[config.mk]
export PLATFORM = sky130hd
export DESIGN_NAME = chunk_reassembler
export DESIGN_NICKNAME = d
export VERILOG_FILES = /design/src/hdl/chrsm_pkg.sv /design/src/hdl/chrsm_front.sv /design/src/hdl/chrsm_queue.sv /design/src/hdl/chrsm_back.sv /design/src/hdl/chunk_reassembler.sv
export VERILOG_INCLUDE_DIRS = /design/src /design/src/hdl
export SDC_FILE = /design/constraint.sdc
export NUM_CORES = 1
export LEC_CHECK = 0
export BUFFER_PORTS_ARGS = -buffer_cell sky130_fd_sc_hd__buf_2
export CORE_AREA = 3 3 142 144
export DETAILED_ROUTE_END_ITERATION = 10
export DIE_AREA = 0 0 145 147
export PLACE_DENSITY_LB_ADDON = 0.05
export SYNTH_ARGS = -nofsm -noshare
export SYNTH_HDL_FRONTEND = slang
export SYNTH_SLANG_ARGS = --single-unit
export TNS_END_PERCENT = 20
[constraint.sdc]
create_clock -name clock -period 8.38 [get_ports clock]
set_input_delay 0.838 -clock clock [delete_from_list [all_inputs] [get_ports clock]]
set_output_delay 0.838 -clock clock [all_outputs]
set_load 0.01 [all_outputs]
[src/hdl/chunk_reassembler_assert.svh]
// Assertion macros shared by the chunk reassembler modules.
`ifndef CHUNK_REASSEMBLER_ASSERT_SVH
`define CHUNK_REASSEMBLER_ASSERT_SVH

// The consequent must hold in the same cycle as the antecedent.
`define CHRSM_ASSERT_NOW(label, ante, cons) \
   label: assert property (@(posedge clock) disable iff (reset) (ante) |-> (cons)) \
      else $error("chunk reassembler assertion failed");

// The consequent must hold in the cycle after the antecedent.
`define CHRSM_ASSERT_NEXT(label, ante, cons) \
   label: assert property (@(posedge clock) disable iff (reset) (ante) |=> (cons)) \
      else $error("chunk reassembler assertion failed");

`endif

[src/hdl/chrsm_pkg.sv]
// Types and constants shared by the chunk reassembler modules.
package chrsm_pkg;

   localparam int BYTE_W       = 8;
   localparam int ADDR_W       = 10;
   localparam int LEN_W        = 16;
   localparam int CSR_INDEX_W  = 2;
   localparam int HEADER_BYTES = 3;
   localparam int CMP_W        = 18;

   // Positions of the header bytes within the frame buffer.
   localparam int HDR_TYPE_POS   = 0;
   localparam int HDR_LEN_LO_POS = 1;
   localparam int HDR_LEN_HI_POS = 2;

   // Configuration register indexes.
   localparam logic [CSR_INDEX_W-1:0] CSR_FIRST_TAG = 2'd0;
   localparam logic [CSR_INDEX_W-1:0] CSR_LAST_TAG  = 2'd1;

   localparam logic [BYTE_W-1:0] FIRST_TAG_RESET = 8'd1;
   localparam logic [BYTE_W-1:0] LAST_TAG_RESET  = 8'd3;

   // Queue between the front and the back.
   localparam int QUEUE_DEPTH = 4;
   localparam int QPTR_W      = 2;
   localparam int QCNT_W      = 3;

   typedef struct packed {
      logic [BYTE_W-1:0] chunk_byte;
      logic              chunk_start;
      logic              chunk_end;
      logic              first_tag;
   } item_type;

   typedef struct packed {
      logic full;
      logic empty;
   } queue_status_type;

endpackage

[src/hdl/chrsm_front.sv]
// Front part: takes input transfers and classifies tag bytes.
module chrsm_front (
   input  logic                          req_valid,
   output logic                          req_stall,
   input  logic [chrsm_pkg::BYTE_W-1:0]  req_chunk_byte,
   input  logic                          req_chunk_start,
   input  logic                          req_chunk_end,
   input  logic [chrsm_pkg::BYTE_W-1:0]  first_tag_code,
   input  chrsm_pkg::queue_status_type   q_status,
   output logic                          push,
   output chrsm_pkg::item_type           push_item
);
   import chrsm_pkg::*;

   assign req_stall = q_status.full;
   assign push      = req_valid && !q_status.full;

   always_comb begin
      push_item.chunk_byte  = req_chunk_byte;
      push_item.chunk_start = req_chunk_start;
      push_item.chunk_end   = req_chunk_end;
      push_item.first_tag   = req_chunk_start && (req_chunk_byte == first_tag_code);
   end

endmodule

[src/hdl/chrsm_queue.sv]
// Short queue of classified items between the front and the back.
module chrsm_queue (
   input  logic                        clock,
   input  logic                        reset,
   input  logic                        push,
   input  chrsm_pkg::item_type         push_item,
   input  logic                        pop,
   output chrsm_pkg::item_type         pop_item,
   output chrsm_pkg::queue_status_type q_status
);
   import chrsm_pkg::*;
   `include "chunk_reassembler_assert.svh"

   item_type           slot_ff [QUEUE_DEPTH];
   logic [QPTR_W-1:0]  wr_ptr_ff, wr_ptr_in;
   logic [QPTR_W-1:0]  rd_ptr_ff, rd_ptr_in;
   logic [QCNT_W-1:0]  count_ff, count_in;

   assign q_status.full  = (count_ff == QCNT_W'(QUEUE_DEPTH));
   assign q_status.empty = (count_ff == '0);
   assign pop_item       = slot_ff[rd_ptr_ff];

   always_comb begin
      wr_ptr_in = push ? wr_ptr_ff + QPTR_W'(1) : wr_ptr_ff;
      rd_ptr_in = pop ? rd_ptr_ff + QPTR_W'(1) : rd_ptr_ff;
      count_in  = count_ff;
      if (push && !pop) begin
         count_in = count_ff + QCNT_W'(1);
      end else if (pop && !push) begin
         count_in = count_ff - QCNT_W'(1);
      end
   end

   always_ff @(posedge clock) begin
      if (reset) begin
         wr_ptr_ff <= '0;
         rd_ptr_ff <= '0;
         count_ff  <= '0;
      end else begin
         wr_ptr_ff <= wr_ptr_in;
         rd_ptr_ff <= rd_ptr_in;
         count_ff  <= count_in;
      end
   end

   always_ff @(posedge clock) begin
      if (push) begin
         slot_ff[wr_ptr_ff] <= push_item;
      end
   end

   `CHRSM_ASSERT_NOW(a_count_range, 1'b1, count_ff <= QCNT_W'(QUEUE_DEPTH))
   `CHRSM_ASSERT_NEXT(a_pop_drains, pop && !push, count_ff == $past(count_ff) - QCNT_W'(1))

endmodule

[src/hdl/chrsm_back.sv]
// Back part: frame state update and the registered result stage.
module chrsm_back #(
   parameter int BUFFER_BYTES = 1024
) (
   input  logic                            clock,
   input  logic                            reset,
   input  logic [chrsm_pkg::BYTE_W-1:0]    first_tag_code,
   input  logic [chrsm_pkg::BYTE_W-1:0]    last_tag_code,
   input  chrsm_pkg::queue_status_type     q_status,
   input  chrsm_pkg::item_type             pop_item,
   output logic                            pop,
   output logic                            rsp_valid,
   input  logic                            rsp_stall,
   output logic                            rsp_write_valid,
   output logic [chrsm_pkg::ADDR_W-1:0]    rsp_write_addr,
   output logic [chrsm_pkg::BYTE_W-1:0]    rsp_write_data,
   output logic                            rsp_frame_done,
   output logic                            rsp_frame_ok,
   output logic [chrsm_pkg::BYTE_W-1:0]    rsp_message_type,
   output logic [chrsm_pkg::LEN_W-1:0]     rsp_payload_length
);
   import chrsm_pkg::*;
   `include "chunk_reassembler_assert.svh"

   localparam int CW = $clog2(BUFFER_BYTES + 1);

   logic              frame_open_ff, frame_open_in;
   logic              accepting_ff, accepting_in;
   logic [BYTE_W-1:0] chunk_tag_ff, chunk_tag_in;
   logic [CW-1:0]     byte_count_ff, byte_count_in;
   logic [BYTE_W-1:0] header_type_ff, header_type_in;
   logic [BYTE_W-1:0] length_low_ff, length_low_in;
   logic [BYTE_W-1:0] length_high_ff, length_high_in;

   logic              rsp_valid_ff, rsp_valid_in;
   logic              write_valid_ff, write_valid_in;
   logic [ADDR_W-1:0] write_addr_ff, write_addr_in;
   logic [BYTE_W-1:0] write_data_ff, write_data_in;
   logic              frame_done_ff, frame_done_in;
   logic              frame_ok_ff, frame_ok_in;
   logic [BYTE_W-1:0] message_type_ff, message_type_in;
   logic [LEN_W-1:0]  payload_length_ff, payload_length_in;

   logic              have_header;
   logic              fits;
   logic [LEN_W-1:0]  plen;

   // The result stage is free, or its transfer completes this cycle.
   assign pop = !q_status.empty && (!rsp_valid_ff || !rsp_stall);

   always_comb begin
      frame_open_in     = frame_open_ff;
      accepting_in      = accepting_ff;
      chunk_tag_in      = chunk_tag_ff;
      byte_count_in     = byte_count_ff;
      header_type_in    = header_type_ff;
      length_low_in     = length_low_ff;
      length_high_in    = length_high_ff;
      write_valid_in    = 1'b0;
      write_addr_in     = '0;
      write_data_in     = '0;
      frame_done_in     = 1'b0;
      frame_ok_in       = 1'b0;
      message_type_in   = '0;
      payload_length_in = '0;

      if (pop_item.chunk_start) begin
         chunk_tag_in = pop_item.chunk_byte;
         if (pop_item.first_tag) begin
            frame_open_in  = 1'b1;
            byte_count_in  = '0;
            header_type_in = '0;
            length_low_in  = '0;
            length_high_in = '0;
            accepting_in   = 1'b1;
         end else begin
            accepting_in = frame_open_ff;
         end
      end else if (accepting_ff && (byte_count_ff < CW'(BUFFER_BYTES))) begin
         write_valid_in = 1'b1;
         write_addr_in  = ADDR_W'(byte_count_ff);
         write_data_in  = pop_item.chunk_byte;
         if (byte_count_ff == CW'(HDR_TYPE_POS)) begin
            header_type_in = pop_item.chunk_byte;
         end else if (byte_count_ff == CW'(HDR_LEN_LO_POS)) begin
            length_low_in = pop_item.chunk_byte;
         end else if (byte_count_ff == CW'(HDR_LEN_HI_POS)) begin
            length_high_in = pop_item.chunk_byte;
         end
         byte_count_in = byte_count_ff + CW'(1);
      end

      // The close decision sees the state as updated by this byte.
      plen        = {length_high_in, length_low_in};
      have_header = byte_count_in >= CW'(HEADER_BYTES);
      fits        = have_header &&
                    ((CMP_W'(plen) + CMP_W'(HEADER_BYTES)) <= CMP_W'(byte_count_in));

      if (pop_item.chunk_end) begin
         if (accepting_in && ((chunk_tag_in == last_tag_code) ||
                              ((chunk_tag_in == first_tag_code) && fits))) begin
            frame_done_in = 1'b1;
            frame_ok_in   = fits;
            if (have_header) begin
               message_type_in   = header_type_in;
               payload_length_in = plen;
            end
            frame_open_in = 1'b0;
         end
         accepting_in = 1'b0;
      end

      if (pop) begin
         rsp_valid_in = 1'b1;
      end else if (!rsp_stall) begin
         rsp_valid_in = 1'b0;
      end else begin
         rsp_valid_in = rsp_valid_ff;
      end
   end

   always_ff @(posedge clock) begin
      if (reset) begin
         frame_open_ff  <= 1'b0;
         accepting_ff   <= 1'b0;
         chunk_tag_ff   <= '0;
         byte_count_ff  <= '0;
         header_type_ff <= '0;
         length_low_ff  <= '0;
         length_high_ff <= '0;
         rsp_valid_ff   <= 1'b0;
      end else begin
         rsp_valid_ff <= rsp_valid_in;
         if (pop) begin
            frame_open_ff  <= frame_open_in;
            accepting_ff   <= accepting_in;
            chunk_tag_ff   <= chunk_tag_in;
            byte_count_ff  <= byte_count_in;
            header_type_ff <= header_type_in;
            length_low_ff  <= length_low_in;
            length_high_ff <= length_high_in;
         end
      end
   end

   always_ff @(posedge clock) begin
      if (pop) begin
         write_valid_ff    <= write_valid_in;
         write_addr_ff     <= write_addr_in;
         write_data_ff     <= write_data_in;
         frame_done_ff     <= frame_done_in;
         frame_ok_ff       <= frame_ok_in;
         message_type_ff   <= message_type_in;
         payload_length_ff <= payload_length_in;
      end
   end

   assign rsp_valid          = rsp_valid_ff;
   assign rsp_write_valid    = write_valid_ff;
   assign rsp_write_addr     = write_addr_ff;
   assign rsp_write_data     = write_data_ff;
   assign rsp_frame_done     = frame_done_ff;
   assign rsp_frame_ok       = frame_ok_ff;
   assign rsp_message_type   = message_type_ff;
   assign rsp_payload_length = payload_length_ff;

   `CHRSM_ASSERT_NOW(a_count_cap, 1'b1, byte_count_ff <= CW'(BUFFER_BYTES))
   `CHRSM_ASSERT_NOW(a_ok_needs_done, rsp_valid_ff && frame_ok_ff, frame_done_ff)

endmodule

[src/hdl/chunk_reassembler.sv]
// Chunk reassembler top level: configuration registers, front, queue and back.
//
// Chunk bytes enter on the req_ channel, one byte per transfer, with
// req_chunk_start on the tag byte and req_chunk_end on the final byte of a
// chunk. Every input transfer yields exactly one result transfer on the rsp_
// channel: a buffer write (offset and data) for an accepted body byte, and
// frame_done with frame_ok, message_type and payload_length when a frame closes.
// The csr_ channel writes the FIRST and LAST tag codes; csr_ready is always high.
// A result goes from its input transfer through a queue slot into the back's
// result register, which presents it; one byte is taken per cycle when the
// receiver does not stall. The classified bytes pass through a four-entry
// queue; the back pops one per cycle into its result register while that
// register is free or being taken, so the sustained rate is set by that single state update stage.
// When rsp_stall is high the result holds, the queue fills and req_stall rises
// once it is full. Reset clears the frame state, empties the queue and loads
// the tag codes with their defaults (FIRST 1, LAST 3).
module chunk_reassembler #(
   parameter int BUFFER_BYTES = 1024
) (
   input  logic                                clock,
   input  logic                                reset,
   input  logic                                req_valid,
   output logic                                req_stall,
   input  logic [chrsm_pkg::BYTE_W-1:0]        req_chunk_byte,
   input  logic                                req_chunk_start,
   input  logic                                req_chunk_end,
   output logic                                rsp_valid,
   input  logic                                rsp_stall,
   output logic                                rsp_write_valid,
   output logic [chrsm_pkg::ADDR_W-1:0]        rsp_write_addr,
   output logic [chrsm_pkg::BYTE_W-1:0]        rsp_write_data,
   output logic                                rsp_frame_done,
   output logic                                rsp_frame_ok,
   output logic [chrsm_pkg::BYTE_W-1:0]        rsp_message_type,
   output logic [chrsm_pkg::LEN_W-1:0]         rsp_payload_length,
   input  logic                                csr_valid,
   output logic                                csr_ready,
   input  logic [chrsm_pkg::CSR_INDEX_W-1:0]   csr_index,
   input  logic [chrsm_pkg::BYTE_W-1:0]        csr_data
);
   import chrsm_pkg::*;

   logic [BYTE_W-1:0] first_tag_ff;
   logic [BYTE_W-1:0] last_tag_ff;
   queue_status_type  q_status;
   logic              push;
   logic              pop;
   item_type          push_item;
   item_type          pop_item;

   assign csr_ready = 1'b1;

   always_ff @(posedge clock) begin
      if (reset) begin
         first_tag_ff <= FIRST_TAG_RESET;
         last_tag_ff  <= LAST_TAG_RESET;
      end else if (csr_valid && csr_ready) begin
         if (csr_index == CSR_FIRST_TAG) begin
            first_tag_ff <= csr_data;
         end else if (csr_index == CSR_LAST_TAG) begin
            last_tag_ff <= csr_data;
         end
      end
   end

   chrsm_front u_front (
      .req_valid       (req_valid),
      .req_stall       (req_stall),
      .req_chunk_byte  (req_chunk_byte),
      .req_chunk_start (req_chunk_start),
      .req_chunk_end   (req_chunk_end),
      .first_tag_code  (first_tag_ff),
      .q_status        (q_status),
      .push            (push),
      .push_item       (push_item)
   );

   chrsm_queue u_queue (
      .clock     (clock),
      .reset     (reset),
      .push      (push),
      .push_item (push_item),
      .pop       (pop),
      .pop_item  (pop_item),
      .q_status  (q_status)
   );

   chrsm_back #(
      .BUFFER_BYTES (BUFFER_BYTES)
   ) u_back (
      .clock              (clock),
      .reset              (reset),
      .first_tag_code     (first_tag_ff),
      .last_tag_code      (last_tag_ff),
      .q_status           (q_status),
      .pop_item           (pop_item),
      .pop                (pop),
      .rsp_valid          (rsp_valid),
      .rsp_stall          (rsp_stall),
      .rsp_write_valid    (rsp_write_valid),
      .rsp_write_addr     (rsp_write_addr),
      .rsp_write_data     (rsp_write_data),
      .rsp_frame_done     (rsp_frame_done),
      .rsp_frame_ok       (rsp_frame_ok),
      .rsp_message_type   (rsp_message_type),
      .rsp_payload_length (rsp_payload_length)
   );

endmodule

==> flow_summary_export.csv <==
group,metric,value,unit
detailed_routing,vias_per_cell,5.31,
global_routing,gr-total-overflow,0,
logic_synthesis,async_reset_ff_share,0,%
timing,timing.final.crit_share,75.0,%
detailed_routing,routed_wl,18.4,mm
logic_synthesis,synth_ff_type,"edfxtp_1",
critical_path,cp_max_fo,41,
timing,worst_pin_slew,1020,ps
global_routing,antenna_found_initial,0,
detailed_routing,vias,5404,
floorplan,io_pins,73,
timing,holdWs,463,ps
logic_synthesis,synth-simple-area-share,16.0,%
final_layout,area_growth,14.2,%
critical_path,critPathLaunchType,"flip-flop",
hold_path,hold_start,"u_back.chunk_tag_ff[3]$_SDFFE_PP0P_",
logic_synthesis,synth_compound_area_share,11.9,%
cts,h-tree-depth,4,
critical_path,crit_required,8660,ps
power_and_ir_drop,clock_power_share,24.6,%
cts,insertion_delay,430,ps
logic_synthesis,synth_top_area_cell,"edfxtp_1",
power_and_ir_drop,p_sw_share,38.8,%
logic_synthesis,syn_area_per_cell,10.9,µm²
timing,rsz0062_at_grt,"no",
detailed_routing,postRouteAntennaNets,0,
timing,final_hold_viol_count,0,
critical_path,crit_top_cell,"nor2_1",
floorplan,die_area,21300,µm²
cts,cts_sinks,160,
floorplan,die_width,145,µm
floorplan,num_rows,50,
cts,cts_made_buffers,17,
power_and_ir_drop,pwr-share-comb,36.0,%
power_and_ir_drop,finalPower,2960,µW
logic_synthesis,synth_edf_count,89,
timing,setup_slack,2100,ps
logic_synthesis,synthTopCellsByArea,"edfxtp_1 35%, dfxtp_1 19%, nor2_1 5.2%",
logic_synthesis,yosysMostFrequentCell,"nor2_1",
logic_synthesis,syn-num-nets,741,
final_layout,drive_gt1_share,17.0,%
logic_synthesis,synthTopCellsByCount,"105 x nor2_1, 89 x edfxtp_1, 71 x dfxtp_1",
hold_path,hold_depth,2,
global_routing,grt_pass1_wl,29.4,mm
detailed_routing,wl_per_cell,18.1,µm
logic_synthesis,synthCells,694,
logic_synthesis,yosys.area_share.xor_xnor,4.51,%
place,place_area,8110,µm²
run,timing.max_cap.violations,0,
timing,fin_crit,6280,ps
cts,cts_tree,"done",
critical_path,cpPeakStageDelay,950,ps
hold_path,hold_path.class,"reg2reg",
timing,max_freq,0.159,GHz
cts,cts_root_buf,"clkbuf_16",
critical_path,crit_type,"reg2reg",
timing,max-slew-margin-rel,31.7,%
place,portBuffers,71,
timing,skew,11.6,ps
detailed_routing,dr.pass1.iters,5,
critical_path,cp-end-kind,"flip-flop",
place,hpwl,12.6,mm
cts,postCtsSetupBuffers,0,
cts,post_cts_resized,0,
power_and_ir_drop,p_sw,1150,µW
logic_synthesis,synth_mux_area_share,6.64,%
floorplan,die_y,147,µm
cts,clk_pin_slew,60,ps
logic_synthesis,synth_cell_type_count,61,
critical_path,crit_slowest_cell,"mux4_2",
final_layout,fin_area,8650,µm²
floorplan,start_util,40.2,%
critical_path,r2r_slack,2100,ps
power_and_ir_drop,pwr-share-seq,39.3,%
cts,postCtsHoldBufs,0,
power_and_ir_drop,p_leak,0.00314,µW
power_and_ir_drop,power_density,342,nW/µm²
global_routing,grt_max_degree,92,
hold_path,min_to,"u_back.chunk_tag_ff[3]$_SDFFE_PP0P_",
critical_path,path_cells,"mux4_2 -> nor4_1 -> buf_4 -> and2_1 -> nor2_1 -> a22oi_1 -> ha_1 -> nor2_1 -> o21ai_1 -> nor2_1 -> nand2_1 -> xor2_1 -> ha_1 -> nand4_1 -> nor2_1 -> a21oi_1 -> o211ai_1 -> a21oi_1 -> a41o_1 -> o2111ai_1 -> o31a_2 -> nor2_1",
place,gp_congestion,0.869,
cts,clock_path_buffers,2,
status,outcome,"finished, final reports clean",
power_and_ir_drop,max-vdd-ir-drop,0.000182,V
global_routing,grt_use_total,17.6,%
critical_path,cp.arrival,6560,ps
logic_synthesis,syn-cell-area,7570,µm²
logic_synthesis,synthDominantCellAreaShare,35.3,%
floorplan,core_area,18800,µm²
critical_path,reg2reg_depth,22,
place,place_ws,2070,ps
logic_synthesis,synth_top_family_by_area,"simple AND/OR/NAND/NOR gates",
detailed_routing,detail_route.iter0.violations,438,
power_and_ir_drop,p_int,1810,µW
logic_synthesis,synth-seq-cells,160,
detailed_routing,drc,0,
final_layout,n_antenna_cell,0,
final_layout,fin_nets,792,
global_routing,first_global_vias,5375,
timing,setup_tns,0,ps
logic_synthesis,synth_warnings,0,
logic_synthesis,synth_adder_area_share,3.73,%
timing,slew_violations,0,
timing,finalSetupViolCount,0,
logic_synthesis,ys_seq_area_share,54.0,%
critical_path,timing.rr.end,"u_back.rsp_payload_length[9]$_SDFFCE_PN0P_",
-- routing by layer --
metal | up-vias | wire, µm | track usage (%)
li1 | 2631 | - | -
met2 | 137 | 8880 | 29.5
met3 | 32 | 810 | 3.86
met5 | - | 0 | 0
met4 | 0 | 431 | 7.08
met1 | 2604 | 8330 | 22.2
-- through the flow --
stage          util [%]  instances
2_1_floorplan         -        694
3_3_place_gp       43.0        986
3_5_place_dp       43.0        986
4_1_cts            45.9       1018
5_1_grt            45.9       1018
6_report           45.9       1018
-- final cells by class --
class                      instances  area [µm²]
clock buffer                      18         429
clock inverter                    14         118
fill                            1750       10200
inverter                          14        52.6
multi-input combinational        476        3240
sequential                       160        4090
tap                              260         325
timing repair buffer              76         393
-- worst max path at each step --
| stage | end | slack (ps) | depth (start not counted) |
|---|---|---|---|
| global route | u_back.rsp_message_type[5]$_SDFFCE_PN0P_ | 1490 | 22 |
| floorplan | u_back.rsp_message_type[1]$_SDFFCE_PN0P_ | 3720 | 22 |
| detailed placement | u_back.rsp_payload_length[9]$_SDFFCE_PN0P_ | 2070 | 22 |
| finish | u_back.rsp_payload_length[9]$_SDFFCE_PN0P_ | 2100 | 22 |
| CTS | u_back.rsp_payload_length[9]$_SDFFCE_PN0P_ | 2050 | 22 |
| global placement | u_back.rsp_payload_length[12]$_SDFFCE_PN0P_ | 2330 | 22 |
-- power by group through the flow --
stage	logic [µW]	clock network, µW	registers (µW)
after floorplan	712	0	1190
after global placement	1050	0	1180
after detailed placement	1070	0	1180
after CTS	1080	745	1170
after global routing	1180	776	1190
final	1070	729	1160
-- sequential cells by signal, summed over array words and instances (netlist names), named ones only --
register	cells
u_back.rsp_message_type	8
u_back.rsp_valid	1
u_back.length_low_ff	8
u_queue.wr_ptr_ff	2
u_back.rsp_frame_done	1
u_back.rsp_write_valid	1
u_queue.count_ff	3
u_back.rsp_payload_length	16
u_queue.rd_ptr_ff	2
last_tag_ff	8
u_queue.slot_ff	44
u_back.chunk_tag_ff	8
u_back.frame_open_ff	1
u_back.rsp_write_addr	10
u_back.header_type_ff	8
u_back.length_high_ff	8
first_tag_ff	8
u_back.byte_count_ff	11
u_back.rsp_frame_ok	1
u_back.accepting_ff	1
u_back.rsp_write_data	8
-- worst max-delay path, delay by kind of cell, from the launching register on --
family,cells,cell delay [ps]
and+or+nand+nor,9,1570
DFF,1,780
buffers and inverters,1,220
adders and majority gates,2,540
muxes,1,950
AOI/OAI and AO/OA,8,1860
xor gates and xnor gates,1,170
-- cells in the final DEF (no fill, tap or decap), types with 6 or more instances in the layout --
master     count
nor2_1       105
edfxtp_1      89
dfxtp_1       71
buf_2         71
a21oi_1       33
a22oi_1       33
nand2_1       30
xnor2_1       28
and2_1        25
mux2i_1       23
ha_1          21
a211oi_1      18
o21ai_0       17
clkbuf_16     17
nor3_1        16
inv_1         13
nand3_1       13
xor2_1        11
mux4_2        11
nand4_1        8
nor4_1         8
nor2b_1        7
inv_6          7
and3_1         6
-- kinds of logic (layout without fill, tap and decap cells) --
logic type	after synthesis	in the layout
simple gates	245	245
flops	160	160
compound gates	133	133
buf+inv	58	122
xor+xnor	39	39
mux	36	36
fa+ha+maj	22	22
other cells	1	1
(Power assumes the default switching activity.)
